### src/hdl/dlr_pkg.sv
// Shared codes and types of the line rasterizer.
`default_nettype none
package dlr_pkg;

    localparam logic ACT_START = 1'b0;
    localparam logic ACT_STEP  = 1'b1;

    localparam int QUEUE_DEPTH = 4;

    typedef enum logic {
        BK_RUN,
        BK_DIV
    } t_bk_state;

endpackage
`default_nettype wire

### src/hdl/dda_line_rasterizer.sv
// Top level of the DDA line rasterizer: front end, command queue, divider and back end.
//
//   Channel   Direction  Handshake            Payload
//   input     in         i_valid / o_stall    i_action, i_start_x, i_start_y, i_end_x, i_end_y
//   output    out        o_valid / i_stall    o_pixel_valid, o_pixel_x, o_pixel_y, o_last
//
// A step item is popped from the head of the queue into the registered pixel output, so
// steps run at one per cycle while no division runs and the output is not stalled.
// A start item occupies the back end until the bit-serial divider is done, unless the
// line has zero length. The four-entry queue keeps accepting items while the divider
// runs. Reset is synchronous and leaves no line active with an empty queue.
// A stall on the output holds the pixel register and backs up through the queue.
`default_nettype none
module dda_line_rasterizer #(
    parameter int COORD_BITS = 12,
    parameter int FRAC_BITS  = 16
) (
    input  logic                         i_clk,
    input  logic                         i_rst_n,
    input  logic                         i_valid,
    output logic                         o_stall,
    input  logic                         i_action,
    input  logic signed [COORD_BITS-1:0] i_start_x,
    input  logic signed [COORD_BITS-1:0] i_start_y,
    input  logic signed [COORD_BITS-1:0] i_end_x,
    input  logic signed [COORD_BITS-1:0] i_end_y,
    output logic                         o_valid,
    input  logic                         i_stall,
    output logic                         o_pixel_valid,
    output logic signed [COORD_BITS-1:0] o_pixel_x,
    output logic signed [COORD_BITS-1:0] o_pixel_y,
    output logic                         o_last
);
    import dlr_pkg::*;

    localparam int CMD_W = 5 * COORD_BITS + 3;

    logic                  push;
    logic                  pop;
    logic                  full;
    logic                  empty;
    logic [CMD_W-1:0]      cmd_in;
    logic [CMD_W-1:0]      cmd_out;
    logic                  div_start;
    logic                  div_done;
    logic [COORD_BITS-1:0] adx;
    logic [COORD_BITS-1:0] ady;
    logic [COORD_BITS-1:0] side;
    logic [FRAC_BITS:0]    qx;
    logic [FRAC_BITS:0]    qy;

    dlr_front #(
        .COORD_BITS(COORD_BITS)
    ) u_front (
        .i_valid  (i_valid),
        .o_stall  (o_stall),
        .i_action (i_action),
        .i_start_x(i_start_x),
        .i_start_y(i_start_y),
        .i_end_x  (i_end_x),
        .i_end_y  (i_end_y),
        .i_full   (full),
        .o_push   (push),
        .o_cmd    (cmd_in)
    );

    dlr_fifo #(
        .WIDTH(CMD_W),
        .DEPTH(QUEUE_DEPTH)
    ) u_fifo (
        .i_clk  (i_clk),
        .i_rst_n(i_rst_n),
        .i_push (push),
        .i_data (cmd_in),
        .i_pop  (pop),
        .o_data (cmd_out),
        .o_full (full),
        .o_empty(empty)
    );

    dlr_div #(
        .COORD_BITS(COORD_BITS),
        .FRAC_BITS (FRAC_BITS)
    ) u_div (
        .i_clk  (i_clk),
        .i_rst_n(i_rst_n),
        .i_start(div_start),
        .i_adx  (adx),
        .i_ady  (ady),
        .i_side (side),
        .o_done (div_done),
        .o_qx   (qx),
        .o_qy   (qy)
    );

    dlr_back #(
        .COORD_BITS(COORD_BITS),
        .FRAC_BITS (FRAC_BITS)
    ) u_back (
        .i_clk        (i_clk),
        .i_rst_n      (i_rst_n),
        .i_cmd        (cmd_out),
        .i_empty      (empty),
        .o_pop        (pop),
        .o_div_start  (div_start),
        .o_adx        (adx),
        .o_ady        (ady),
        .o_side       (side),
        .i_div_done   (div_done),
        .i_qx         (qx),
        .i_qy         (qy),
        .o_valid      (o_valid),
        .i_stall      (i_stall),
        .o_pixel_valid(o_pixel_valid),
        .o_pixel_x    (o_pixel_x),
        .o_pixel_y    (o_pixel_y),
        .o_last       (o_last)
    );

endmodule
`default_nettype wire

### src/hdl/dlr_front.sv
// Front end: accepts items, classifies them and computes the line deltas.
`default_nettype none
module dlr_front #(
    parameter int COORD_BITS = 12
) (
    input  logic                         i_valid,
    output logic                         o_stall,
    input  logic                         i_action,
    input  logic signed [COORD_BITS-1:0] i_start_x,
    input  logic signed [COORD_BITS-1:0] i_start_y,
    input  logic signed [COORD_BITS-1:0] i_end_x,
    input  logic signed [COORD_BITS-1:0] i_end_y,
    input  logic                         i_full,
    output logic                         o_push,
    output logic [5*COORD_BITS+2:0]      o_cmd
);
    import dlr_pkg::*;

    localparam int C = COORD_BITS;

    logic [C:0]   dx;
    logic [C:0]   dy;
    logic [C-1:0] adx;
    logic [C-1:0] ady;
    logic [C-1:0] side;

    always_comb begin
        dx   = {i_end_x[C-1], i_end_x} - {i_start_x[C-1], i_start_x};
        dy   = {i_end_y[C-1], i_end_y} - {i_start_y[C-1], i_start_y};
        adx  = dx[C] ? C'(-dx) : dx[C-1:0];
        ady  = dy[C] ? C'(-dy) : dy[C-1:0];
        side = (adx >= ady) ? adx : ady;
    end

    assign o_stall = i_full;
    assign o_push  = i_valid && !i_full;
    assign o_cmd   = (i_action == ACT_START)
                   ? {ACT_START, i_start_x, i_start_y, dx[C], dy[C], adx, ady, side}
                   : {ACT_STEP, {(5*C+2){1'b0}}};

endmodule
`default_nettype wire

### src/hdl/dlr_fifo.sv
// Short command queue between the front end and the back end.
`default_nettype none
module dlr_fifo #(
    parameter int WIDTH = 63,
    parameter int DEPTH = 4
) (
    input  logic             i_clk,
    input  logic             i_rst_n,
    input  logic             i_push,
    input  logic [WIDTH-1:0] i_data,
    input  logic             i_pop,
    output logic [WIDTH-1:0] o_data,
    output logic             o_full,
    output logic             o_empty
);
    localparam int AW = (DEPTH > 1) ? $clog2(DEPTH) : 1;

    logic [WIDTH-1:0] r_mem [DEPTH];
    logic [AW-1:0]    r_wr;
    logic [AW-1:0]    r_rd;
    logic [AW:0]      r_count;

    assign o_full  = (r_count == (AW+1)'(DEPTH));
    assign o_empty = (r_count == '0);
    assign o_data  = r_mem[r_rd];

    always_ff @(posedge i_clk) begin
        if (i_push) begin
            r_mem[r_wr] <= i_data;
        end
    end

    always_ff @(posedge i_clk) begin
        if (!i_rst_n) begin
            r_wr    <= '0;
            r_rd    <= '0;
            r_count <= '0;
        end else begin
            if (i_push) begin
                r_wr <= (r_wr == AW'(DEPTH - 1)) ? '0 : r_wr + 1'b1;
            end
            if (i_pop) begin
                r_rd <= (r_rd == AW'(DEPTH - 1)) ? '0 : r_rd + 1'b1;
            end
            if (i_push && !i_pop) begin
                r_count <= r_count + 1'b1;
            end else if (!i_push && i_pop) begin
                r_count <= r_count - 1'b1;
            end
        end
    end

endmodule
`default_nettype wire

### src/hdl/dlr_div.sv
// Two-lane restoring divider for the rounded per-step increments.
`default_nettype none
module dlr_div #(
    parameter int COORD_BITS = 12,
    parameter int FRAC_BITS  = 16
) (
    input  logic                  i_clk,
    input  logic                  i_rst_n,
    input  logic                  i_start,
    input  logic [COORD_BITS-1:0] i_adx,
    input  logic [COORD_BITS-1:0] i_ady,
    input  logic [COORD_BITS-1:0] i_side,
    output logic                  o_done,
    output logic [FRAC_BITS:0]    o_qx,
    output logic [FRAC_BITS:0]    o_qy
);
    localparam int C  = COORD_BITS;
    localparam int F  = FRAC_BITS;
    localparam int NW = C + F + 1;
    localparam int QW = F + 1;
    localparam int CW = $clog2(F + 2);

    logic [NW-1:0] num_x;
    logic [NW-1:0] num_y;
    logic [C:0]    sh_x;
    logic [C:0]    sh_y;
    logic          ge_x;
    logic          ge_y;

    logic [C-1:0]  r_side;
    logic [C-1:0]  r_rem_x;
    logic [C-1:0]  r_rem_y;
    logic [QW-1:0] r_lo_x;
    logic [QW-1:0] r_lo_y;
    logic [CW-1:0] r_cnt;
    logic          r_busy;
    logic          r_done;

    // Adding half the divisor first turns the floor division into round to nearest.
    always_comb begin
        num_x = (NW'(i_adx) << F) + NW'(i_side >> 1);
        num_y = (NW'(i_ady) << F) + NW'(i_side >> 1);
        sh_x  = {r_rem_x, r_lo_x[QW-1]};
        sh_y  = {r_rem_y, r_lo_y[QW-1]};
        ge_x  = (sh_x >= {1'b0, r_side});
        ge_y  = (sh_y >= {1'b0, r_side});
    end

    always_ff @(posedge i_clk) begin
        if (i_start) begin
            r_side  <= i_side;
            r_rem_x <= num_x[NW-1:QW];
            r_rem_y <= num_y[NW-1:QW];
            r_lo_x  <= num_x[QW-1:0];
            r_lo_y  <= num_y[QW-1:0];
        end else if (r_busy) begin
            r_rem_x <= ge_x ? C'(sh_x - {1'b0, r_side}) : C'(sh_x);
            r_rem_y <= ge_y ? C'(sh_y - {1'b0, r_side}) : C'(sh_y);
            r_lo_x  <= {r_lo_x[QW-2:0], ge_x};
            r_lo_y  <= {r_lo_y[QW-2:0], ge_y};
        end
    end

    always_ff @(posedge i_clk) begin
        if (!i_rst_n) begin
            r_busy <= 1'b0;
            r_done <= 1'b0;
            r_cnt  <= '0;
        end else begin
            r_done <= 1'b0;
            if (i_start) begin
                r_busy <= 1'b1;
                r_cnt  <= '0;
            end else if (r_busy) begin
                if (r_cnt == CW'(F)) begin
                    r_busy <= 1'b0;
                    r_done <= 1'b1;
                end else begin
                    r_cnt <= r_cnt + 1'b1;
                end
            end
        end
    end

    assign o_done = r_done;
    assign o_qx   = r_lo_x;
    assign o_qy   = r_lo_y;

endmodule
`default_nettype wire

### src/hdl/dlr_back.sv
// Back end: runs queued commands, holds the line state and drives the pixel output.
`default_nettype none
module dlr_back #(
    parameter int COORD_BITS = 12,
    parameter int FRAC_BITS  = 16
) (
    input  logic                         i_clk,
    input  logic                         i_rst_n,
    input  logic [5*COORD_BITS+2:0]      i_cmd,
    input  logic                         i_empty,
    output logic                         o_pop,
    output logic                         o_div_start,
    output logic [COORD_BITS-1:0]        o_adx,
    output logic [COORD_BITS-1:0]        o_ady,
    output logic [COORD_BITS-1:0]        o_side,
    input  logic                         i_div_done,
    input  logic [FRAC_BITS:0]           i_qx,
    input  logic [FRAC_BITS:0]           i_qy,
    output logic                         o_valid,
    input  logic                         i_stall,
    output logic                         o_pixel_valid,
    output logic signed [COORD_BITS-1:0] o_pixel_x,
    output logic signed [COORD_BITS-1:0] o_pixel_y,
    output logic                         o_last
);
    import dlr_pkg::*;

    localparam int C  = COORD_BITS;
    localparam int F  = FRAC_BITS;
    localparam int PW = C + F;
    localparam int SW = F + 2;
    localparam logic [PW:0]  HALF    = (PW + 1)'(1) << (F - 1);
    localparam logic [PW:0]  HALF_M1 = HALF - 1'b1;
    localparam logic [C-1:0] CMAX    = {1'b0, {(C-1){1'b1}}};
    localparam logic [C-1:0] CMIN    = {1'b1, {(C-1){1'b0}}};

    t_bk_state r_state;
    t_bk_state n_state;

    logic         hd_action;
    logic [C-1:0] hd_x0;
    logic [C-1:0] hd_y0;
    logic         hd_sx;
    logic         hd_sy;

    logic [PW-1:0] r_pos_x;
    logic [PW-1:0] r_pos_y;
    logic [SW-1:0] r_step_x;
    logic [SW-1:0] r_step_y;
    logic [C:0]    r_left;
    logic          r_sx;
    logic          r_sy;

    logic          r_out_valid;
    logic          r_pix_valid;
    logic [C-1:0]  r_pix_x;
    logic [C-1:0]  r_pix_y;
    logic          r_last;

    logic          out_free;
    logic          load_line;
    logic          load_step;
    logic          emit;
    logic          active;
    logic [SW-1:0] qx_ext;
    logic [SW-1:0] qy_ext;
    logic [PW:0]   sum_x;
    logic [PW:0]   sum_y;
    logic [C:0]    rnd_x;
    logic [C:0]    rnd_y;
    logic [C-1:0]  pix_x;
    logic [C-1:0]  pix_y;

    assign hd_action = i_cmd[5*C+2];
    assign hd_x0     = i_cmd[5*C+1:4*C+2];
    assign hd_y0     = i_cmd[4*C+1:3*C+2];
    assign hd_sx     = i_cmd[3*C+1];
    assign hd_sy     = i_cmd[3*C];
    assign o_adx     = i_cmd[3*C-1:2*C];
    assign o_ady     = i_cmd[2*C-1:C];
    assign o_side    = i_cmd[C-1:0];

    assign out_free = !r_out_valid || !i_stall;
    assign active   = (r_left != '0);
    assign qx_ext   = {1'b0, i_qx};
    assign qy_ext   = {1'b0, i_qy};

    // Negative positions add one less than a half so that ties round away from zero.
    always_comb begin
        sum_x = {r_pos_x[PW-1], r_pos_x} + (r_pos_x[PW-1] ? HALF_M1 : HALF);
        sum_y = {r_pos_y[PW-1], r_pos_y} + (r_pos_y[PW-1] ? HALF_M1 : HALF);
        rnd_x = sum_x[PW:F];
        rnd_y = sum_y[PW:F];
        pix_x = (rnd_x[C] != rnd_x[C-1]) ? (rnd_x[C] ? CMIN : CMAX) : rnd_x[C-1:0];
        pix_y = (rnd_y[C] != rnd_y[C-1]) ? (rnd_y[C] ? CMIN : CMAX) : rnd_y[C-1:0];
    end

    always_ff @(posedge i_clk) begin
        if (!i_rst_n) begin
            r_state <= BK_RUN;
        end else begin
            r_state <= n_state;
        end
    end

    always_comb begin
        n_state     = r_state;
        o_pop       = 1'b0;
        o_div_start = 1'b0;
        load_line   = 1'b0;
        load_step   = 1'b0;
        emit        = 1'b0;
        case (r_state)
            BK_RUN: begin
                if (!i_empty) begin
                    if (hd_action == ACT_START) begin
                        o_pop     = 1'b1;
                        load_line = 1'b1;
                        if (o_side != '0) begin
                            o_div_start = 1'b1;
                            n_state     = BK_DIV;
                        end
                    end else if (out_free) begin
                        o_pop = 1'b1;
                        emit  = 1'b1;
                    end
                end
            end
            BK_DIV: begin
                if (i_div_done) begin
                    load_step = 1'b1;
                    n_state   = BK_RUN;
                end
            end
            default: begin
                n_state = BK_RUN;
            end
        endcase
    end

    always_ff @(posedge i_clk) begin
        if (!i_rst_n) begin
            r_pos_x  <= '0;
            r_pos_y  <= '0;
            r_step_x <= '0;
            r_step_y <= '0;
            r_left   <= '0;
            r_sx     <= 1'b0;
            r_sy     <= 1'b0;
        end else if (load_line) begin
            r_pos_x  <= {hd_x0, {F{1'b0}}};
            r_pos_y  <= {hd_y0, {F{1'b0}}};
            r_step_x <= '0;
            r_step_y <= '0;
            r_left   <= {1'b0, o_side};
            r_sx     <= hd_sx;
            r_sy     <= hd_sy;
        end else if (load_step) begin
            r_step_x <= r_sx ? SW'(-qx_ext) : qx_ext;
            r_step_y <= r_sy ? SW'(-qy_ext) : qy_ext;
        end else if (emit && active) begin
            r_pos_x <= r_pos_x + {{(C-2){r_step_x[SW-1]}}, r_step_x};
            r_pos_y <= r_pos_y + {{(C-2){r_step_y[SW-1]}}, r_step_y};
            r_left  <= r_left - 1'b1;
        end
    end

    always_ff @(posedge i_clk) begin
        if (!i_rst_n) begin
            r_out_valid <= 1'b0;
        end else if (out_free) begin
            r_out_valid <= emit;
        end
    end

    always_ff @(posedge i_clk) begin
        if (emit) begin
            r_pix_valid <= active;
            r_pix_x     <= active ? pix_x : '0;
            r_pix_y     <= active ? pix_y : '0;
            r_last      <= !active || (r_left == (C+1)'(1));
        end
    end

    assign o_valid       = r_out_valid;
    assign o_pixel_valid = r_pix_valid;
    assign o_pixel_x     = r_pix_x;
    assign o_pixel_y     = r_pix_y;
    assign o_last        = r_last;

endmodule
`default_nettype wire

### config.mk
export PLATFORM = sky130hd
export DESIGN_NAME = dda_line_rasterizer
export DESIGN_NICKNAME = d
export VERILOG_FILES = /design/src/hdl/dlr_pkg.sv /design/src/hdl/dda_line_rasterizer.sv /design/src/hdl/dlr_front.sv /design/src/hdl/dlr_fifo.sv /design/src/hdl/dlr_div.sv /design/src/hdl/dlr_back.sv
export SDC_FILE = /design/constraint.sdc
export NUM_CORES = 1
export LEC_CHECK = 0
export ABC_AREA = 1
export BUFFER_PORTS_ARGS = -buffer_cell sky130_fd_sc_hd__buf_2
export CAP_MARGIN = 10
export CELL_PAD_IN_SITES_DETAIL_PLACEMENT = 1
export CELL_PAD_IN_SITES_GLOBAL_PLACEMENT = 1
export CORE_MARGIN = 2
export CORE_UTILIZATION = 44
export CTS_CLUSTER_SIZE = 12
export DETAILED_ROUTE_END_ITERATION = 10
export HOLD_SLACK_MARGIN = 0.02
export PLACE_DENSITY = 0.83
export SETUP_SLACK_MARGIN = 0.05
export SYNTH_ARGS = -nofsm -noshare
export SYNTH_HDL_FRONTEND = slang
export SYNTH_SLANG_ARGS = --single-unit
### constraint.sdc
create_clock -name i_clk -period 4 [get_ports i_clk]
set_input_delay 0.2 -clock i_clk [delete_from_list [all_inputs] [get_ports i_clk]]
set_output_delay 0.2 -clock i_clk [all_outputs]
set_load 0.005 [all_outputs]
==> qor.txt, run 1 <==
outcome = finished, final reports clean
Multi-input gate area = 12700 um2
critical path capture point type = register
most frequent cell after synthesis = nand2_1
Synth top area share = 38.0%
initial antenna violation count = 1
largest family of logic cells by synthesized area = simple AND/OR/NAND/NOR gates
worst skew pair latency = 0.63 ns
initial core utilization = 44.6%
Synth Cell Area = 27500 um2
Syn Nets = 3520
Synth Area in Compound Gates = 15.1%
WHS Endpoint = u_fifo.r_mem[0][50]
Pre-antenna DRT Iters = 7
layout cells sized above 1 = 7.83%
die footprint = 64600 um2
r2r endpoint = u_back.r_pos_y[19]
hold wc startpoint = i_start_x[0]
Hold Crit Depth = 3
WS Path Type = primary input to register
final worst path period share = 91.1%
register share of total power = 33.5%
Sink Count = 473
Rows = 91
Clock Path Buffers = 3
Pint = 13.6 mW
routed length per instance = 20.1 um
Place WS = 0.0166 ns
Worst-path clk slew = 0.06 ns
post-DP HPWL = 62100 um
vias in the first global route = 24500
RSZ-0062 raised after global routing = no
MaxCap Viol Count = 0
reg-to-reg slack, setup = 0.49 ns
flops & latches, synth = 473
total track usage = 26.6%
synthesized instance count = 3302
H-Tree Level Count = 2
final worst slack = 0.354 ns
startpoint types = primary input
synth cell count leaders = nand2_1, nor2_1, inv_1
worst-margin pin slew = 1.06 ns
Post-Route Utilization = 49.8%
Comb pwr share = 46.0%
Critical Path AT = 4.08 ns
I/O Buffers = 80
layout overhead on the synthesized area = 11.7%
Final Routed Wirelength = 85700 um
R2R depth = 12
crit path max fanout = 11
sw power = 10.6 mW
drt via density = 5.60
Placed Cells = 4153
drt drc = 0
FF/Latch Area = 13000 um2
Final setup viols = 0
ys async rst share = 0%
antenna cells = 0
Clk pwr share = 20.5%
Synth area leader = edfxtp_1
Placer Congestion = 0.893
worst rel slew slack = 29.2%
CTS Buf Count = 54
setup TNS = 0 ns
final hold vios = 0
Max IR drop VDD = 0.386 mV
largest net degree at the start of global routing = 127
die width = 254 um
fillers = 7446
core area = 61700 um2
Seq/Total Area, Yosys = 47.1%
CTS tree = done
Final Max Slew Viols = 0
Post-synth EDFFs = 348
Die Height = 254 um
initial drt markers = 1616
pwr/cell area = 787 nW/um2
fin crit period = 3.65 ns
antenna viol nets, final = 0
Synth area leaders = edfxtp_1, nand2_1, dfxtp_1
clock skew = 0.0490 ns
Post-Synth Adder-Cell Area = 7.69%
Post-Syn Area per Cell = 8.33 um2
I/O Pins = 81
yosys warns = 0
GR Overflow Total = 0
f_max = 274 MHz
synth unique cells = 54
Post-Layout Cell Count = 4261
XOR/XNOR share of the synthesized area = 2.86%
switching share of total power = 43.8%
Leakage = 13.0 nW
total power = 24.2 mW
first-pass GRT wire length = 135000 um
type of the tightest min-delay check = primary input to register
post-synthesis mux area share = 0%
Final #Nets = 3601
Post-Synth Simple-Gate Area = 20.1%
vias post-DR = 23900
CP required = 4.43 ns
Top FF cell, synth = edfxtp_1
CTS Root Cell = clkbuf_16
cell type report:
class	count	area share (%)
multi-input combinational	2336	41.2
clock buffer	67	4.62
timing repair buffer	133	2.76
inverter	385	4.72
sequential	473	42.1
tap	837	3.41
clock inverter	30	1.11
cell families after synthesis:
kind of cell               Yosys count
buffers and inverters              493
and+or+nand+nor                   1348
adders and majority gates          165
AOI/OAI and AO/OA                  733
DFF                                473
xor gates and xnor gates            90
layout by cell type (no fill, tap or decap), types with 24 or more instances in the layout:
cell       instances
clkbuf_16         54
nor2_1           374
o21ai_0          250
nor3_1            44
dfxtp_1          123
buf_4             41
buf_2             80
nand2_1          707
edfxtp_1         348
o22ai_1           34
a21oi_1          287
xor2_1            56
xnor2_1           33
nand4_1           32
a221o_1           24
ha_1             154
inv_1            374
nand3_1          130
a31oi_1           28
worst max-delay path by stage:
stage	start	end	depth (start not counted)
after global placement	i_start_x[0]	u_fifo.r_mem[0][3]	23
final	i_start_x[5]	u_fifo.r_mem[2][8]	25
after global routing	i_start_x[5]	u_fifo.r_mem[1][1]	25
after detailed placement	i_start_y[0]	u_fifo.r_mem[1][3]	22
after floorplan	u_fifo.r_count[0]	u_fifo.r_mem[0][0]	4
after CTS	i_start_x[2]	u_fifo.r_mem[1][10]	23
registers in the layout, summed over array words and instances (netlist names), 13 cells and up, named ones only:
register / count
u_back.r_step_y: 18
u_div.o_qx: 17
u_fifo.r_mem: 252
u_back.r_step_x: 18
u_div.o_qy: 17
u_back.r_left: 13
u_back.r_pos_y: 28
u_back.r_pos_x: 28
power groups by stage:
stage | clock network (mW) | registers [mW] | logic, mW
2_1_floorplan | 0 | 7.86 | 7.72
5_1_grt | 5.19 | 8.22 | 12.4
3_3_place_gp | 0 | 8.11 | 10.4
6_report | 4.96 | 8.11 | 11.1
3_5_place_dp | 0 | 8.16 | 10.9
4_1_cts | 5.01 | 8.09 | 11.0
repair_timing:
| action | 4_1_cts | 5_1_grt |
|---|---|---|
| setup endpoints to repair | 0 | 48 |
| hold buffers | 10 | 0 |
| buffers inserted | 0 | 1 |
| resized for setup | 0 | 16 |
| endpoints found under the hold margin | 39 | 0 |
metal layers:
layer  GRT usage, %  vias to the layer above  wire (um)
met2           45.9                      620      41200
met5              0                        -          0
met3           3.20                      164       4040
met1           34.7                    11700      38000
li1               -                    11400          -
met4           8.50                        0       2440
through the flow:
stage,area [um2],hold WS [ns]
floorplan,27500,0.299
global placement,28800,0.430
detailed placement,28800,0.438
CTS,30700,0.0211
global route,30700,0.0478
finish,30700,0.0367
critical path, stage by stage:
cell and delay, ns:
dlygate4sd3_1 0.53, buf_2 0.11, inv_1 0.05, ha_1 0.37, nand2_1 0.13, inv_1 0.06, a21oi_1 0.24, nand2_1 0.15
nand2_1 0.10, nand3b_1 0.12, nand2_2 0.13, nand2_1 0.06, nand2_1 0.08, nand2_1 0.07, nand2_1 0.12, nand2_1 0.08
ha_1 0.35, nand2_1 0.10, nor2_1 0.06, a211oi_2 0.15, nand4_1 0.15, buf_4 0.17, inv_4 0.13, o21ai_0 0.11
nor2_1 0.25
No activity file was read; power rests on OpenSTA's default activity.
==> inputs of run 2 (changes only) <==
Settings changed: CELL_PAD_IN_SITES_GLOBAL_PLACEMENT 1 to 2, CORE_UTILIZATION 44 to 35, PLACE_DENSITY 0.83 to 0.82.
==> qor.txt, run 2 (synthesized netlist as in run 1, its figures left out) <==
pwr/cell area = 779 nW/um2 (-1.1%)
worst skew pair latency = 0.63 ns (about the same)
switching share of total power = 43.4% (-0.50 points)
sw power = 10.5 mW (-0.76%)
fillers = 9411 (+26%)
highest-delay cell along the critical path = dlygate4sd3_1
Final setup viols = 0 (unchanged)
register share of total power = 33.4% (about the same)
cell family with most CP delay = buffers and inverters
routed length per instance = 19.0 um (-5.5%)
Comb pwr share = 45.4% (-0.6 points)
Placer Congestion = 0.842 (-5.8%)
Max IR drop VDD = 0.416 mV (+7.8%)
Sink Count = 473 (unchanged)
CP most frequent cell = nand2_1
final worst path period share = 91.5% (+0.33 points)
crit path max fanout = 13 (+2)
Rows = 102 (+12%)
Pint = 13.8 mW (+1.3%)
initial core utilization = 35.5% (-9.1 points)
Critical Path AT = 4.07 ns (about the same)
I/O Pins = 81 (unchanged)
Final Max Slew Viols = 0 (unchanged)
RSZ-0062 raised after global routing = yes
CTS Root Cell = clkbuf_16
f_max = 273 MHz (-0.37%)
outcome = finished, final reports clean
total track usage = 20.9% (-5.7 points)
Final #Nets = 3611 (+0.28%)
Largest regs = u_fifo.r_mem x252, u_back.r_pos_x x28, u_back.r_pos_y x28
Crit path largest cell delay = 0.55 ns (+0.02 ns)
final hold vios = 0 (unchanged)
CTS Buf Count = 54 (unchanged)
cell chain of the critical path = dlygate4sd3_1 > buf_2 > inv_1 > ha_1 > nand2_1 > inv_1 > a21oi_1 > nand2_1 > nand2_1 > nand3_1 > nand2_1 > inv_1 > or2_2 > xor2_1 > inv_1 > ha_1 > nand2_1 > o21ai_0 > nand3_1 > nand4_1 > buf_4 > a21oi_1 > a21oi_1
clock skew = 0.0361 ns (-0.0128 ns)
Largest register FFs = 252 (unchanged)
reg-to-reg slack, setup = 0.70 ns (+0.21 ns)
Die Height = 284 um (+12%)
largest net degree at the start of global routing = 84 (-34%)
final worst slack = 0.341 ns (-0.0134 ns)
GR Overflow Total = 0 (unchanged)
core area = 77600 um2 (+26%)
fin crit period = 3.66 ns (+0.0134 ns)
commonest non-fill, non-tap cell in the layout = nand2_1
initial drt markers = 1183 (-27%)
initial antenna violation count = 2 (+1)
Leakage = 13.1 nW (+0.86%)
antenna cells = 0 (unchanged)
Place WS = 0.0158 ns (-0.000807 ns)
layout overhead on the synthesized area = 13.4%
layout cells sized above 1 = 7.77% (-0.059 points)
MaxCap Viol Count = 0 (unchanged)
worst rel slew slack = 44.8% (+16 points)
type of the tightest min-delay check = primary input to register
startpoint types = primary input
first-pass GRT wire length = 134000 um (-0.19%)
most flop-heavy register = u_fifo.r_mem
H-Tree Level Count = 2 (unchanged)
antenna viol nets, final = 0 (unchanged)
Pre-antenna DRT Iters = 5 (-2)
Clk pwr share = 21.1% (+0.6 points)
Final Routed Wirelength = 85100 um (-0.71%)
I/O Buffers = 80 (unchanged)
CP required = 4.41 ns (-0.02 ns)
CTS tree = done
post-DP HPWL = 62700 um (+0.92%)
Post-Route Utilization = 40.2% (-9.6 points)
die width = 284 um (+12%)
Worst-path clk slew = 0.06 ns (about the same)
die footprint = 80900 um2 (+25%)
worst-margin pin slew = 0.827 ns (-0.235 ns)
vias in the first global route = 23800 (-2.9%)
WS Path Type = primary input to register
drt via density = 5.13 (-8.5%)
most frequent cells in the layout = nand2_1, nor2_1, inv_1
drt drc = 0 (unchanged)
Clock Path Buffers = 3 (unchanged)
vias post-DR = 23000 (-3.8%)
critical path capture point type = register
CP Buf/Inv Count = 7 (+1)
-- run 2: worst paths after layout --
kind         cells past startpoint             endpoint               from
max                             23   u_fifo.r_mem[3][1]       i_start_x[7]
max reg2reg                     10    u_div.r_rem_y[10]           register
min reg2reg                      2    u_back.r_left[12]  u_back.r_left[12]
min                              3  u_fifo.r_mem[1][44]       i_start_y[6]
-- run 2: final cells by class --
| type | count | area [um2] | share of cell area (%) |
|---|---|---|---|
| Sequential cell | 473 | 13000 | 41.5 |
| Multi-Input combinational cell | 2336 | 12600 | 40.5 |
| Clock buffer | 75 | 1540 | 4.95 |
| Inverter | 385 | 1450 | 4.65 |
| Tap cell | 1040 | 1300 | 4.17 |
| Timing Repair Buffer | 143 | 1020 | 3.27 |
| Clock inverter | 25 | 293 | 0.939 |
-- run 2: stage by stage --
stage	cell area (um2)	power, mW	TNS [ns]	cells	hold slack (ns)
5_1_grt	31200	26.2	-0.185	4477	0.0538
3_3_place_gp	29200	19.0	0	4364	0.432
4_1_cts	31200	24.5	0	4477	0.0253
2_1_floorplan	27500	15.6	0	3302	0.299
3_5_place_dp	29200	19.2	0	4364	0.436
6_report	31200	24.3	0	4477	0.0486
-- run 2: repair_timing --
action | 4_1_cts | 5_1_grt
buffers inserted | 0 | 0
endpoints found under the hold margin | 50 | 0
gates resized for setup | 0 | 4
hold buffers | 13 | 0
setup endpoints to repair | 0 | 40
-- run 2: routing by layer --
metal / global-route usage, % / part of all wire, % / wire length, um / vias up
met2: 35.9 / 48 / 40400 / 322
met3: 2.22 / 3.0 / 2530 / 112
met1: 28.1 / 47 / 40200 / 11100
met5: 0 / 0 / 0 / -
li1: - / - / - / 11400
met4: 5.20 / 2.2 / 1870 / 0
-- run 2: power groups by stage --
stage / logic [mW] / registers [mW] / clock network [mW]
2_1_floorplan: 7.72 / 7.86 / 0
3_3_place_gp: 10.8 / 8.18 / 0
3_5_place_dp: 11.0 / 8.21 / 0
4_1_cts: 11.1 / 8.13 / 5.25
5_1_grt: 12.5 / 8.27 / 5.42
6_report: 11.0 / 8.12 / 5.13
-- run 2: worst reg2reg max path, delay by kind of cell (launching register included) --
kind                   cells  cell delay [ns]
buffers and inverters      3             1.18
AO/OA/AOI/OAI              2             0.76
AND/OR/NAND/NOR            5             0.62
flip-flops                 1             0.59
==> inputs of run 3 (changes only) <==
Settings changed: BUFFER_PORTS_ARGS -buffer_cell sky130_fd_sc_hd__buf_2 to -buffer_cell sky130_fd_sc_hd__clkbuf_2, CORE_UTILIZATION 35 to 42, PLACE_DENSITY 0.82 to 0.92.
Clock period 4 ns to 4.5 ns, I/O delays scaled along.
==> qor.txt, run 3 (synthesized netlist as in run 1, its figures left out) <==
Placer Congestion = 0.916 (+8.8%)
clock skew = 0.0285 ns (-0.00765 ns)
Largest register FFs = 252 (unchanged)
GR Overflow Total = 0 (unchanged)
worst skew pair latency = 0.64 ns (about the same)
setup TNS = 0 ns (unchanged)
CTS Buf Count = 53 (-1.9%)
pwr/cell area = 697 nW/um2 (-10%)
worst rel slew slack = 30.8% (-14 points)
antenna cells = 0 (unchanged)
first-pass GRT wire length = 137000 um (+2.0%)
CTS Root Cell = clkbuf_16
Post-Layout Cell Count = 4272 (-4.6%)
initial core utilization = 42.6% (+7.1 points)
most frequent cells in the layout = nand2_1, nor2_1, inv_1
Die Height = 260 um (-8.6%)
fin crit period = 4.08 ns
die width = 260 um (-8.6%)
core area = 64600 um2 (-17%)
Final setup viols = 0 (unchanged)
post-DP HPWL = 63700 um (+1.5%)
Max IR drop VDD = 0.380 mV (-8.6%)
CP required = 4.90 ns (+0.49 ns)
die footprint = 67600 um2 (-16%)
I/O Pins = 81 (unchanged)
Clock Path Buffers = 3 (unchanged)
outcome = finished, final reports clean
commonest non-fill, non-tap cell in the layout = nand2_1
layout overhead on the synthesized area = 11.2%
type of the tightest min-delay check = primary input to register
CTS tree = done
Sink Count = 473 (unchanged)
total power = 21.3 mW (-12%)
routed length per instance = 20.3 um (+6.9%)
Largest regs = u_fifo.r_mem x252, u_back.r_pos_x x28, u_back.r_pos_y x28
Worst-path clk slew = 0.06 ns (about the same)
Leakage = 13.0 nW (-1.1%)
vias in the first global route = 25200 (+5.7%)
drt drc = 0 (unchanged)
MaxCap Viol Count = 0 (unchanged)
largest net degree at the start of global routing = 74 (-12%)
worst-margin pin slew = 1.04 ns (+0.211 ns)
Final Max Slew Viols = 0 (unchanged)
Final Routed Wirelength = 86800 um (+2.0%)
vias post-DR = 23800 (+3.7%)
initial drt markers = 1508 (+27%)
setup bufs post-CTS = 0 (unchanged)
Rows = 93 (-8.8%)
Placed Cells = 4167 (-4.5%)
antenna viol nets, final = 0 (unchanged)
final worst path period share = 90.7%
crit path max fanout = 13 (unchanged)
layout cells sized above 1 = 7.17% (-0.60 points)
RSZ-0062 raised after global routing = no
drt via density = 5.57 (+8.7%)
most flop-heavy register = u_fifo.r_mem
initial antenna violation count = 2 (unchanged)
Pre-antenna DRT Iters = 5 (unchanged)
Final #Nets = 3600 (-0.30%)
final hold vios = 0 (unchanged)
f_max = 245 MHz
WS Path Type = primary input to register
critical path capture point type = register
fillers = 7771 (-17%)
H-Tree Level Count = 2 (unchanged)
I/O Buffers = 80 (unchanged)
total track usage = 25.7% (+4.8 points)
Critical Path AT = 4.48 ns (+0.41 ns)
startpoint types = primary input
-- run 3: cell count changes in the layout (fill, tap and decap cells not counted), moves of 2 or more --
| cell | change |
|---|---|
| a21oi_1 | +2 |
| a21oi_2 | -2 |
| buf_12 | -8 |
| buf_2 | -80 |
| buf_4 | -4 |
| bufinv_16 | -2 |
| clkbuf_16 | -4 |
| clkbuf_2 | +80 |
| clkbuf_8 | -2 |
| clkinv_1 | -4 |
| clkinv_2 | +2 |
| dlygate4sd3_1 | +2 |
-- run 3: final cells by class --
type / instances / area, um2 / area share (%)
well taps: 855 / 1070 / 3.50
inverters: 385 / 1450 / 4.74
repair buffers: 133 / 848 / 2.77
flip-flops and latches: 473 / 13000 / 42.3
clock buffers: 70 / 1420 / 4.64
clock inverters: 20 / 241 / 0.789
multi-input cells: 2336 / 12600 / 41.2
-- run 3: power by group --
group	total, mW	switching (mW)	internal, mW
clock network	4.26	1.87	2.40
logic	9.89	6.74	3.14
registers	7.19	0.843	6.35
total	21.3	9.45	11.9
-- run 3: timing repair --
action / in CTS / in global routing
resized for setup: 0 / 1
hold buffers: 15 / 0
setup endpoints to repair: 0 / 8
hold endpoints to repair: 60 / 0
-- run 3: stage by stage --
stage / util (%) / setup slack (ns) / hold WS (ns) / area [um2]
4_1_cts: 47.4 / 0.426 / 0.0204 / 30600
3_5_place_dp: 44.6 / 0.206 / 0.458 / 28800
2_1_floorplan: - / 0.645 / 0.324 / 27500
5_1_grt: 47.4 / 0.110 / 0.0401 / 30600
3_3_place_gp: 44.6 / 0.487 / 0.435 / 28800
6_report: 47.4 / 0.419 / 0.0408 / 30600
-- run 3: worst paths after layout --
| check | start | to | slack (ns) | depth (start not counted) |
|---|---|---|---|---|
| setup reg to reg | register | u_back.r_pos_y[18] | 1.07 | 13 |
| setup / recovery | i_start_x[6] | u_fifo.r_mem[1][0] | 0.42 | 24 |
| hold reg to reg | u_div.r_busy | u_div.o_done | 0.47 | 2 |
| hold / removal | i_start_x[11] | u_fifo.r_mem[3][61] | 0.04 | 3 |
-- run 3: critical path: stages --
cell	delay, ns
dlygate4sd3_1	0.56
clkbuf_2	0.12
inv_1	0.06
ha_1	0.38
nand2_1	0.15
inv_1	0.05
a21oi_1	0.20
nand2_1	0.10
nand2_1	0.09
nand2_1	0.05
nand2_1	0.05
nand2_1	0.12
buf_4	0.20
nand2_1	0.08
xor2_1	0.41
inv_1	0.10
ha_1	0.30
nand2_1	0.07
o21ai_0	0.23
nand2_1	0.09
nand4_1	0.15
buf_4	0.23
o21ai_0	0.10
a21oi_1	0.37
-- run 3: layer usage --
layer / vias up / track usage, % / share of wire (%)
met1: 11800 / 32.4 / 43
met4: 0 / 7.42 / 2.5
li1: 11400 / - / -
met3: 142 / 2.53 / 3.8
met5: - / 0 / 0
met2: 507 / 46.4 / 51
